`src/rtl/f2h_pkg.sv`:
```
`default_nettype none
package f2h_pkg;

  typedef struct packed {
    logic [31:0] single_bits;
    logic        last_in;
  } f2h_in_t;

  typedef struct packed {
    logic [15:0] half_bits;
    logic        saturated;
    logic        is_nan;
    logic        last_out;
  } f2h_out_t;

  localparam logic [30:0] HalfMaxMag   = 31'h477F_E000;
  localparam logic [14:0] HalfMaxFinite = 15'h7BFF;

endpackage
`default_nettype wire

```
`src/rtl/float32_to_float16_saturating_top.sv`:
```
`default_nettype none
// float32 to float16 converter, saturating, round to nearest even
//
// input channel: an item (in_data) is taken at a clock edge where in_start
// is high and in_busy is low; in_busy is tied low, so one item may enter
// every cycle
// result channel: out_strobe is high for exactly one cycle with out_data;
// the receiver cannot stall, so there is no backpressure path
// the result is registered in stage 1, stage 2 and stage 3 after the accept edge
// throughput: one item per clock; there are three register stages
//   stage 1: classify (nan, saturate, zero), compute shift amount
//   stage 2: shift mantissa, form quotient and sticky/round bits
//   stage 3: round increment, sign merge
// reset: rst_n low clears the stage valid bits; no item is in flight after
// nan keeps the sign and mantissa bits 21..13 with the quiet bit set
module float32_to_float16_saturating_top
  import f2h_pkg::*;
(
  input  wire logic     clk,
  input  wire logic     rst_n,
  input  wire logic     in_start,
  output logic          in_busy,
  input  wire f2h_in_t  in_data,
  output logic          out_strobe,
  output f2h_out_t      out_data
);

  assign in_busy = 1'b0;

  // stage 1 registers
  logic        v1_r;
  logic        sign1_r, last1_r, nan1_r, sat1_r, zero1_r, norm1_r;
  logic [9:0]  nanman1_r;
  logic [23:0] full1_r;
  logic [4:0]  he1_r;
  logic [4:0]  shift1_r;   // shift - 13, 0..18

  logic [7:0]  exp_w;
  logic [22:0] man_w;
  logic signed [9:0] he_w;
  logic [9:0]  s_w;

  always_comb begin
    exp_w = in_data.single_bits[30:23];
    man_w = in_data.single_bits[22:0];
    he_w  = $signed({2'b00, exp_w}) - 10'sd112;
    s_w   = 10'd14 - he_w;
  end

  always_ff @(posedge clk) begin
    if (!rst_n) begin
      v1_r <= 1'b0;
    end else begin
      v1_r <= in_start;
    end
    sign1_r   <= in_data.single_bits[31];
    last1_r   <= in_data.last_in;
    nan1_r    <= (exp_w == 8'hFF) && (man_w != 23'd0);
    sat1_r    <= !((exp_w == 8'hFF) && (man_w != 23'd0)) &&
                 (in_data.single_bits[30:0] > HalfMaxMag);
    zero1_r   <= (exp_w == 8'd0) || (!(he_w >= 10'sd1) && (s_w > 10'd31));
    norm1_r   <= he_w >= 10'sd1;
    nanman1_r <= {1'b1, man_w[21:13]};
    full1_r   <= {1'b1, man_w};
    he1_r     <= he_w[4:0];
    shift1_r  <= (he_w >= 10'sd1) ? 5'd0 : 5'(s_w - 10'd13);
  end

  // stage 2: shift and round bits
  logic        v2_r;
  logic        sign2_r, last2_r, nan2_r, sat2_r, zero2_r, norm2_r;
  logic [9:0]  nanman2_r;
  logic [4:0]  he2_r;
  logic [10:0] q2_r;
  logic        rbit2_r, sticky2_r;

  logic [41:0] sh_w;
  always_comb sh_w = {full1_r, 18'd0} >> shift1_r;

  always_ff @(posedge clk) begin
    if (!rst_n) begin
      v2_r <= 1'b0;
    end else begin
      v2_r <= v1_r;
    end
    sign2_r   <= sign1_r;
    last2_r   <= last1_r;
    nan2_r    <= nan1_r;
    sat2_r    <= sat1_r;
    zero2_r   <= zero1_r;
    norm2_r   <= norm1_r;
    nanman2_r <= nanman1_r;
    he2_r     <= he1_r;
    q2_r      <= sh_w[41:31];
    rbit2_r   <= sh_w[30];
    sticky2_r <= |sh_w[29:0];
  end

  // stage 3: increment and merge
  logic        v3_r;
  f2h_out_t    out3_r;
  logic [14:0] base_w, mag_w;

  always_comb begin
    base_w = norm2_r ? {he2_r, q2_r[9:0]} : {4'd0, q2_r};
    if (rbit2_r && (sticky2_r || q2_r[0])) base_w = base_w + 15'd1;
    if (nan2_r) mag_w = {5'h1F, nanman2_r};
    else if (sat2_r) mag_w = HalfMaxFinite;
    else if (zero2_r) mag_w = 15'd0;
    else mag_w = base_w;
  end

  always_ff @(posedge clk) begin
    if (!rst_n) begin
      v3_r <= 1'b0;
    end else begin
      v3_r <= v2_r;
    end
    out3_r.half_bits <= {sign2_r, mag_w};
    out3_r.saturated <= sat2_r;
    out3_r.is_nan    <= nan2_r;
    out3_r.last_out  <= last2_r;
  end

  assign out_strobe = v3_r;
  assign out_data   = out3_r;

  a_lat: assert property (@(posedge clk) disable iff (!rst_n)
    in_start |-> ##3 out_strobe) else $error("result lost");
  a_flags: assert property (@(posedge clk) disable iff (!rst_n)
    out_strobe |-> !(out_data.saturated && out_data.is_nan)) else $error("flag clash");
  a_sat: assert property (@(posedge clk) disable iff (!rst_n)
    (out_strobe && out_data.saturated) |-> (out_data.half_bits[14:0] == HalfMaxFinite))
    else $error("bad saturation");

endmodule
`default_nettype wire

```
`config.mk`:
```
export PLATFORM = sky130hd
export DESIGN_NAME = float32_to_float16_saturating_top
export DESIGN_NICKNAME = d
export VERILOG_FILES = /design/src/rtl/f2h_pkg.sv /design/src/rtl/float32_to_float16_saturating_top.sv
export SDC_FILE = /design/constraint.sdc
export NUM_CORES = 1
export LEC_CHECK = 0
export BUFFER_PORTS_ARGS = -buffer_cell sky130_fd_sc_hd__buf_2
export CORE_MARGIN = 2
export CORE_UTILIZATION = 61
export CTS_CLUSTER_SIZE = 10
export DETAILED_ROUTE_END_ITERATION = 10
export GPL_TIMING_DRIVEN = 1
export MAX_ROUTING_LAYER = met4
export PLACE_DENSITY = 0.84
export RECOVER_POWER = 50
export SLEW_MARGIN = 15
export SYNTH_ARGS = -nofsm -noshare
export SYNTH_HDL_FRONTEND = slang
export SYNTH_SLANG_ARGS = --single-unit
```
`constraint.sdc`:
```
create_clock -name clk -period 3.8 [get_ports clk]
set_clock_uncertainty 0.15 [all_clocks]
set_input_delay 0.95 -clock clk [delete_from_list [all_inputs] [get_ports clk]]
set_output_delay 0.95 -clock clk [all_outputs]
set_load 0.05 [all_outputs]
```
Word level (Yosys, flattened, before mapping):

Index checks and enable logic that the tools add are counted.

* input port bits: 36
* register bits: 103
* logic and storage cells: 57
* output and inout port bits: 21

* add/sub/neg operators: 4
* reductions and logical operators: 12
* equal/unequal tests: 1
* order comparisons: 3
* shift-type cells: 1
* muxes and demuxes: 5

Operator list (number)
* 2-to-1 mux 15 bit: 3
* >> shifter 42 x 5 -> 42 bit: 1
* greater-than comparator 31 bit, second input constant: 1
* OR reduction 30 bit: 1
* nonzero test 23 bit: 1
* adder 15 x 1 -> 15 bit, second input constant: 1
* 2-to-1 mux 11 bit: 1
* greater-than comparator 10 x 5 -> 1 bit, second input constant: 1
* subtractor 5 x 9 -> 10 bit, first input constant: 1
* greater-or-equal comparator 9 x 2 -> 1 bit, second input constant: 1
* 2-to-1 mux 9 bit: 1
* subtractor 8 x 7 -> 9 bit, second input constant: 1
* equality test 8 bit, second input constant: 1
* logical NOT 8 bit: 1
* subtractor 5 x 4 -> 5 bit, second input constant: 1
* logical AND 1 bit: 4
* logical NOT 1 bit: 2
* logical OR 1 bit: 2
* OR reduction 2 bit: 1

Depth between registers and ports, before layout:

Gate-level depths: netlist of run 1.

* depth after elaboration: 6
* depth in mapped cells: 8

Least setup slack after synthesis of run 1:

OpenSTA, ideal clock, no wires.

* kind: input port to flip-flop
* from: in in_data[28] (netlist bit)
* to: reg zero1_r
* arrival: 2.334 ns
* buffers on the path: 1
* stages: 6
* setup slack: 1.180 ns
* cell sequence: buf_2 > inv_1 > ha_1 > or4b_2 > nand3_1 > a31oi_1

* longest elaborated chain between the ends: 5
* elaborated cells on any way between the ends: 8
* classes of those cells: 2 x add/sub; 2 x order compare; 4 x reduce/logical

RTL lines
* start, declared: line float32_to_float16_saturating_top.sv:23 `input wire f2h_in_t in_data,`
* subtractor 8 x 7 -> 9 bit *: line float32_to_float16_saturating_top.sv:46 `he_w = $signed({2'b00, exp_w}) - 10'sd112;`
* via he_w[4]: line float32_to_float16_saturating_top.sv:40 `logic signed [9:0] he_w;`
* subtractor 5 x 9 -> 10 bit or greater-or-equal comparator 9 x 2 -> 1 bit (tied branches): line float32_to_float16_saturating_top.sv:47, float32_to_float16_saturating_top.sv:61
* greater-than comparator 10 x 5 -> 1 bit or logical NOT 1 bit (tied branches): line float32_to_float16_saturating_top.sv:61 `zero1_r <= (exp_w == 8'd0) || (!(he_w >= 10'sd1) && (s_w > 10'd31));`
* logical AND 1 bit *: line float32_to_float16_saturating_top.sv:61
* logical OR 1 bit *: line float32_to_float16_saturating_top.sv:61
* end signal, assigned: line float32_to_float16_saturating_top.sv:61
* end, declared: line float32_to_float16_saturating_top.sv:32 `logic sign1_r, last1_r, nan1_r, sat1_r, zero1_r, norm1_r;`

The timed path passes the listed nets; every way through them passes the cells marked *.
A chain may end at the register's enable or synchronous reset.

Worst setup path in the final report of run 1:

* from: in in_data[28] (netlist bit)
* to: reg zero1_r

* longest elaborated chain between the ends: 5
* elaborated cells on any way between the ends: 8
* classes of those cells: 2 x add/sub; 2 x order compare; 4 x reduce/logical

RTL lines (line)
* subtractor 8 x 7 -> 9 bit: float32_to_float16_saturating_top.sv:46
* subtractor 5 x 9 -> 10 bit or greater-or-equal comparator 9 x 2 -> 1 bit (tied branches): float32_to_float16_saturating_top.sv:47, float32_to_float16_saturating_top.sv:61
* greater-than comparator 10 x 5 -> 1 bit or logical NOT 1 bit (tied branches): float32_to_float16_saturating_top.sv:61
* logical AND 1 bit: float32_to_float16_saturating_top.sv:61
* logical OR 1 bit *: float32_to_float16_saturating_top.sv:61

Every way passes the cells marked *; elsewhere a longest branch is shown, timed or not.

==> results.toml, run 1 <==
[global_routing]
first_global_vias = 2755
overflow = 0
grt_use_total_pct = 22.3
grt_max_degree = 28
wire_length_of_the_first_global_routing_pass_microns = 12400
grt_antenna_before_repair = 0

[route]
vias_per_cell = 5.73
firstDrtPassIters = 4
avgRoutedWirePerCell_microns = 14.1
drc_errors = 0
finalWirelength_microns = 7540
drt.antenna.violating_nets = 0
vias = 3060
first_iteration_detailed_routing_drc_count = 126

[critical_path]
cp_cell_instances = "clkbuf_1, ha_1, xnor2_1, and3_1, or4b_2, nand3_1, a31oi_1"
critical_path.max_stage_delay_ns = 0.58
timing.critical_path.to_type = "flop"
critical_path.top_delay_family = "simple AND/OR/NAND/NOR gates"
worstSetupStartpointType = "primary input"
critical_path.slowest_cell = "or4b_2"
arrival_ns = 2.72
critical_path_required_ns = 3.90
cp_max_fo = 10
crit_buf_inv = 1
worstSetupPathType = "primary input to flop"

[power_and_ir_drop]
power.density_mw_per_mm2 = 498
combinationalPowerShare_pct = 16.6
leakage_nw = 1.77
ir_worst_vdd_mv = 0.407
p_sw_mw = 0.662
intPower_mw = 1.53
p_clk_share_pct = 31.3
seq_power_share_pct = 52.1
p_sw_share_pct = 30.2

[clock_network]
cts_setup_buffers = 0
buffer_depth_of_the_longest_clock_path = 2
tritoncts = "built"
htree_levels = 3
numClockSinks = 94
cts_repair_resize_count = 0
clk_transition_reported_paths_ns = 0.10
numCtsBuffers = 9
hold_buffers = 0
clk_latency_ns = 0.37
cts_root_buf = "clkbuf_8"

[sta]
worstMarginPinSlew_ns = 0.903
drv_slew = 0
setup_viol = 0
layout_min_cycle_time_ns = 2.62
grt_setup_unrepaired = "false"
tcrit_tclk_final_pct = 69.1
timing.max_slew.rel_slack_pct = 39.7
final-hold-violation-count = 0
fin_setup_tns_ns = 0
fmaxAchievable_ghz = 0.381

[cells_and_area]
share_of_final_layout_standard_cells_stronger_than_drive_strength_1_pct = 14.9
final_nets = 500
mostFrequentLayoutCell = "dfxtp_1"
antenna_cells = 0
layout.cells.most_common_list = "94 x dfxtp_1, 39 x nor2_1, 38 x buf_2, 22 x a21oi_1"
area.growth.synth_to_final_pct = 12.0
finished_layout_cells = 534

[placement]
gpl.final_weighted_congestion = 0.965
detailedPlacementHpwl_microns = 5530
port-buffer-count = 55
placedCellCount = 518

[synth]
synth-main-ff-cell = "dfxtp_1"
synthesis.nets = 453
number_of_synthesized_flops_with_an_enable_pin = 0
synth.distinct_cells = 51
synthArstFlopShare_pct = 0
yosys_warnings = 0
netlist_instances = 405
syn_area_per_cell_sq_um = 9.72
synth.cell_area_sq_mm = 0.00394
postSynthRegisterBits = 94
ys_seq_area_share_pct = 47.8

[hold_path]
min-delay-path-class = "flop to flop"

[run_status]
status = "finished clean"

[job]
timing.max_cap.violations = 0

[floorplanning]
die_x_microns = 84.3
core.rowCount = 29
ios = 57
coreArea_sq_mm = 0.00628
die-height_microns = 84.3
start_util_pct = 62.7
design.die.area_sq_mm = 0.00711
-- power groups by stage --
stage	clock, mW	sequential (mW)	combinational (mW)
3_3_place_gp	0	1.16	0.357
4_1_cts	0.697	1.14	0.366
2_1_floorplan	0	1.21	0.225
5_1_grt	0.740	1.15	0.398
3_5_place_dp	0	1.16	0.364
6_report	0.687	1.14	0.364
-- through the flow --
stage               setup WS [ns]  hold slack, ns  total power, mW  util (%)  instance area (sq um)
finish                       1.18           0.185             2.19      70.2                   4410
global placement             1.00           0.160             1.52      67.2                   4220
global route                 1.03           0.191             2.29      70.2                   4410
CTS                          1.19           0.187             2.20      70.5                   4430
detailed placement          0.968           0.162             1.53      67.2                   4220
floorplan                    1.18           0.160             1.43         -                   3940
-- cell families after synthesis --
family / count (synthesis) / share of synthesized area, %
AND/OR/NAND/NOR: 142 / 18.4
multiplexers: 22 / 8.52
AO/OA/AOI/OAI: 78 / 13.1
buffers and inverters: 38 / 4.20
other: 1 / 0.0953
XOR/XNOR: 18 / 4.01
adder cells (fa/ha/maj): 12 / 3.81
flip-flops: 94 / 47.8
-- worst register-to-register path, cell delays in order (launching register included) --
cell and delay [ns]:
dfxtp_1 0.83, buf_4 0.40, mux4_2 0.53, a311o_1 0.33, nor3_1 0.13, nand4_1 0.11
-- cell type report --
type                            instances  area [sq um]
Fill cell                             458          1870
Clock buffer                            9           124
Inverter                               18          67.6
Tap cell                               77          96.3
Clock inverter                          7          86.3
Multi-Input combinational cell        273          1890
Sequential cell                        94          1880
Timing Repair Buffer                   56           262
-- state kept, by name, indices dropped and copies added (netlist names), 5 cells and up --
signal,flops
full1_r,23
he1_r,5
he2_r,5
nanman2_r,9
out_data,19
q2_r,11
shift1_r,5
-- cell usage after synthesis (3+ instances only) --
library cell / n / area share [%]
nand2_1: 17 / 1.6
o2111ai_1: 3 / 0.67
nor4_1: 10 / 1.6
mux4_2: 9 / 5.1
nand3b_1: 3 / 0.57
nand4_1: 11 / 1.7
nor2b_1: 10 / 1.6
and2_1: 5 / 0.79
o211ai_1: 3 / 0.57
xnor2_1: 11 / 2.4
buf_2: 6 / 0.76
xor2_1: 7 / 1.6
inv_1: 18 / 1.7
and3_1: 6 / 0.95
a211oi_1: 7 / 1.3
o21a_1: 8 / 1.5
clkbuf_1: 10 / 0.95
nor2_1: 39 / 3.7
ha_1: 12 / 3.8
o21ai_0: 15 / 1.9
a21oi_1: 22 / 2.8
nor3_1: 18 / 2.3
nand3_1: 13 / 1.7
a2111oi_0: 5 / 1.1
mux2i_1: 11 / 2.8
dfxtp_1: 94 / 48
-- path summary, 6_finish.rpt --
path | startpoint | end | slack [ns] | depth (start not counted)
worst max-delay path | in_data[28] | zero1_r | 1.18 | 7
worst min-delay path | sign1_r | sign2_r | 0.19 | 0
worst max register to register | shift1_r[0] | sticky2_r | 1.18 | 5
worst min register to register | sign1_r | sign2_r | 0.19 | 0
-- layer usage --
metal / GRT usage (%) / vias to the layer above / wire length (microns)
li1: - / 1543 / -
met1: 28.4 / 1402 / 3420
met2: 34.8 / 105 / 3550
met3: 6.10 / 10 / 463
met4: 6.78 / 0 / 104
met5: - / - / 0
Note: power is estimated with default switching activity, not from simulation.
==> run 2, diff against run 1 <==
Settings changed: CORE_UTILIZATION 61 to 51, PLACE_DENSITY 0.84 to 0.75.
Clock period 3.8 ns to 2.1 ns, I/O delays scaled along.
==> run 2 against run 1 <==
  * Clock power up 67%
  * Highest routed layer unchanged
  * Critical path type is now flop to flop
  * Via count is 6.7% higher
  * Global-route usage down 1.0 points
  * Largest power group unchanged
  * Critical endpoint is now sticky2_r
==> results.toml, run 2 (synthesis results as in run 1) <==
[run_status]
status = "finished clean"

[sta]
setup_viol = 0
tcrit_tclk_final_pct = 96.1
fin_setup_tns_ns = 0
worstMarginPinSlew_ns = 0.541
fmaxAchievable_ghz = 0.495
hold_ws_ns = 0.0993
layout_min_cycle_time_ns = 2.02
drv_slew = 0
timing.max_slew.rel_slack_pct = 63.8
final-hold-violation-count = 0

[hold_path]
min-delay-path-class = "primary input to flop"

[route]
vias_per_cell = 5.41
drt.antenna.violating_nets = 0
firstDrtPassIters = 5
finalWirelength_microns = 8400
drc_errors = 0
first_iteration_detailed_routing_drc_count = 144
avgRoutedWirePerCell_microns = 13.9
vias = 3264

[floorplanning]
coreArea_sq_mm = 0.00761
ios = 57
design.die.area_sq_mm = 0.00844
start_util_pct = 51.7
die-height_microns = 91.9
core.rowCount = 32
die_x_microns = 91.9

[global_routing]
grt_use_total_pct = 21.2
grt_antenna_before_repair = 0
wire_length_of_the_first_global_routing_pass_microns = 13800
grt_max_degree = 24
first_global_vias = 3112
overflow = 0

[clock_network]
htree_levels = 3
buffer_depth_of_the_longest_clock_path = 2
clk_latency_ns = 0.37
cts_setup_buffers = 0
tritoncts = "built"
clk_transition_reported_paths_ns = 0.10
numClockSinks = 94
numCtsBuffers = 9
cts_root_buf = "clkbuf_8"

[job]
timing.max_cap.violations = 0

[critical_path]
worstSetupStartpointType = "flop"
crit_start = "shift1_r[0]"
timing.critical_path.to_type = "flop"
reg2reg_depth = 5
path_depth = 5
worstSetupPathType = "flop to flop"
cp_cell_instances = "mux4_2, mux2i_2, nand4b_1, o41ai_2, nand4_1"
worst-r2r-setup-slack_ns = 0.08
critical_path.reg2reg.endpoint = "sticky2_r"
cp_max_fo = 7
crit_buf_inv = 0
arrival_ns = 2.12
critical_path.top_delay_family = "multiplexers"
rr_startpoint = "shift1_r[0]"
critical_path.slowest_cell = "mux4_2"
critical_path_required_ns = 2.20
cp-endpoint = "sticky2_r"
critical_path.max_stage_delay_ns = 0.54

[power_and_ir_drop]
power.density_mw_per_mm2 = 831
ir_worst_vdd_mv = 0.527
leakage_nw = 1.95

[placement]
placedInstanceArea_sq_mm = 0.00459
placedCellCount = 587
detailedPlacementHpwl_microns = 6370
gpl.final_weighted_congestion = 0.905
port-buffer-count = 55

[cells_and_area]
antenna_cells = 0
register_with_the_most_flip_flops = "full1_r"
finished_layout_cells = 603
area.growth.synth_to_final_pct = 21.5
final_cell_area_sq_mm = 0.00478
layout.cells.most_common_list = "93 x dfxtp_1, 39 x nor2_1, 39 x buf_4, 35 x buf_2, 25 x clkbuf_1"
largest_register_ff_count = 23
final_nets = 544
share_of_final_layout_standard_cells_stronger_than_drive_strength_1_pct = 22.2
mostFrequentLayoutCell = "dfxtp_1"
run 2: changes by cell type in the layout (fill, tap and decap cells not counted), sizes merged:
cell and change:
buf +36, bufinv -1, clkbuf +8, clkinv +2, inv -1
run 2: layout make-up:
cell class                      instances  area [sq um]
Fill cell                             683          2830
Multi-Input combinational cell        273          1920
Sequential cell                        94          1890
Timing Repair Buffer                  100           582
Tap cell                              102           128
Clock buffer                            9           124
Clock inverter                          7          72.6
Inverter                               18          67.6
run 2: worst reg2reg max path, cell delays in order (launching register included):
cell,delay [ns]
dfxtp_4,0.42
mux4_2,0.54
mux2i_2,0.21
nand4b_1,0.15
o41ai_2,0.32
nand4_1,0.11
run 2: repair_timing:
action                     4_1_cts  5_1_grt
gates resized for setup          3        7
hold buffers                     0        0
setup endpoints to repair        1        1
run 2: where the power goes:
| group | switching [mW] | leakage [nW] | total, mW | internal [mW] |
|---|---|---|---|---|
| Clock | 0.682 | 0.0970 | 1.15 | 0.467 |
| Sequential | 0.111 | 0.790 | 2.04 | 1.93 |
| Combinational | 0.453 | 1.06 | 0.784 | 0.330 |
run 2: per-layer routing:
layer  vias to the layer above  part of all wire, %  global-route usage [%]
li1                       1635                    -                       -
met1                      1506                   46                    25.9
met2                       102                   46                    33.1
met3                        21                  5.6                    5.18
met4                         0                  2.6                    10.4
met5                         -                    0                       -
run 2: how the worst min path moves through the flow:
stage / start / to / slack (ns) / depth (start not counted)
5_1_grt: in_data[32] / sign1_r / 0.08 / 1
3_5_place_dp: norm1_r / norm2_r / 0.16 / 0
2_1_floorplan: he1_r[0] / he2_r[0] / 0.16 / 0
4_1_cts: in_data[0] / last1_r / 0.09 / 1
6_report: in_data[0] / last1_r / 0.1 / 1
3_3_place_gp: last2_r / out_data[0] / 0.16 / 0
run 2: per-stage QoR:
step	power [mW]	util (%)	setup slack (ns)
after floorplan	2.60	-	0.0125
after global placement	2.84	60.4	-0.141
after detailed placement	2.86	60.4	-0.145
after CTS	3.99	63.1	0.00694
after global routing	4.16	62.9	-0.0307
final	3.97	62.9	0.0812
==> run 3, diff against run 2 <==
Settings changed: CAP_MARGIN set to 20, SETUP_SLACK_MARGIN set to 0.15.
==> run 3 against run 2 <==
  * Die area stayed put
  * Wire length is 6.2% higher
  * Via count is 0.31% higher
  * Sequential power hardly changed
  * Utilization is 0.77 points higher
  * Non-clock buffer count is 14 lower
  * Global-route usage is 1.0 points higher
  * Fmax is 1.4% lower
  * Total power is 0.52% higher
  * Sequential share of layout area is 0.40 points lower
  * Critical endpoint unchanged
  * Highest routed layer unchanged
==> results.toml, run 3 (synthesis results as in run 1) <==
[sta]
drv_slew = 0
postLayoutSetupSlackWorst_ns = 0.0531
timing.max_slew.rel_slack_pct = 60.7
fin_setup_tns_ns = 0
grt_setup_unrepaired = "true"
layout_min_cycle_time_ns = 2.05
tcrit_tclk_final_pct = 97.5
final-hold-violation-count = 0
setup_viol = 0
fmaxAchievable_ghz = 0.489
worstMarginPinSlew_ns = 0.588

[floorplanning]
ios = 57
die_x_microns = 91.9
die-height_microns = 91.9
coreArea_sq_mm = 0.00761
start_util_pct = 51.7
core.rowCount = 32
design.die.area_sq_mm = 0.00844

[hold_path]
hold_depth = 1
min-delay-path-class = "primary input to flop"

[cells_and_area]
final_cell_area_sq_mm = 0.00484
final_nets = 530
largest_register_ff_count = 23
layout.cells.most_common_list = "92 x dfxtp_1, 39 x nor2_1, 37 x buf_2, 24 x buf_4, 22 x a21oi_1"
finished_layout_cells = 589
antenna_cells = 0
mostFrequentLayoutCell = "dfxtp_1"
share_of_final_layout_standard_cells_stronger_than_drive_strength_1_pct = 24.0
area.growth.synth_to_final_pct = 23.0
finish.utilization_pct = 63.6
register_with_the_most_flip_flops = "full1_r"

[route]
first_iteration_detailed_routing_drc_count = 148
vias = 3274
drc_errors = 0
vias_per_cell = 5.56
firstDrtPassIters = 4
finalWirelength_microns = 8920
drt.antenna.violating_nets = 0
avgRoutedWirePerCell_microns = 15.1

[clock_network]
htree_levels = 3
cts_root_buf = "clkbuf_8"
buffer_depth_of_the_longest_clock_path = 2
tritoncts = "built"
clk_latency_ns = 0.36
numClockSinks = 94
clk_transition_reported_paths_ns = 0.10
hold_buffers = 0
numCtsBuffers = 9

[placement]
gpl.final_weighted_congestion = 0.996
detailedPlacementHpwl_microns = 6440
port-buffer-count = 55
placedInstanceArea_sq_mm = 0.00450
dp_worst_setup_slack_ns = -0.174
placedCellCount = 570

[power_and_ir_drop]
leakage_nw = 1.93
power.density_mw_per_mm2 = 825
ir_worst_vdd_mv = 0.490

[critical_path]
worstSetupPathType = "flop to flop"
arrival_ns = 2.20
reg2reg_depth = 6
critical_path_required_ns = 2.25
cp_max_fo = 6
worstSetupStartpointType = "flop"
timing.critical_path.to_type = "flop"
worst-r2r-setup-slack_ns = 0.05

[global_routing]
grt_use_total_pct = 22.2
wire_length_of_the_first_global_routing_pass_microns = 14500
first_global_vias = 3073
grt_antenna_before_repair = 0
overflow = 0
grt_max_degree = 20

[run_status]
status = "finished clean"

[job]
timing.max_cap.violations = 0
[run 3: changes by cell type in the layout (fill, tap and decap cells not counted), sizes merged]
| cell | change |
|---|---|
| buf | -10 |
| clkbuf | -4 |
| clkinv | -1 |
| clkinvlp | +1 |
[run 3: layer usage]
layer	routed length (microns)	vias to the layer above	global-route usage, %
met5	0	-	-
met4	171	0	8.08
met3	538	18	4.52
met2	4310	131	35.9
met1	3890	1520	27.8
li1	-	1605	-
[run 3: layout make-up]
type	instances	area (sq um)
clock buffers	9	124
clock inverters	7	70.1
fillers	664	2770
inverters	18	73.8
multi-input cells	273	2050
flip-flops and latches	94	1890
well taps	102	128
repair buffers	86	510
[run 3: repair_timing]
| action | 4_1_cts | 5_1_grt |
|---|---|---|
| resized for setup | 18 | 14 |
| setup endpoints to repair | 5 | 8 |
| buffers inserted | 3 | 0 |
| pin swaps | 3 | 1 |
[run 3: worst max-delay path, cell delays in order (launching register included)]
cell	delay, ns
dfxtp_1	0.39
clkbuf_1	0.35
nor2_1	0.09
mux4_2	0.48
mux2i_1	0.28
o41ai_4	0.13
nand4_1	0.11
[run 3: worst paths after layout]
| path | from | endpoint |
|---|---|---|
| max | full1_r[16] | sticky2_r |
| min | in_data[0] | last1_r |
| max reg2reg | full1_r[16] | sticky2_r |
| min reg2reg | he1_r[4] | he2_r[4] |
[run 3: metrics by stage]
step,power (mW),hold slack (ns)
6_report,3.99,0.105
5_1_grt,4.18,0.0803
4_1_cts,4.00,0.0906
3_5_place_dp,2.83,0.162
3_3_place_gp,2.81,0.160
2_1_floorplan,2.60,0.160
[run 3: where the power goes]
part / total, mW / switching (mW) / internal (mW)
registers: 2.05 / 0.119 / 1.93
clock network: 1.14 / 0.677 / 0.465
logic: 0.804 / 0.470 / 0.334
total: 3.99 / 1.27 / 2.73
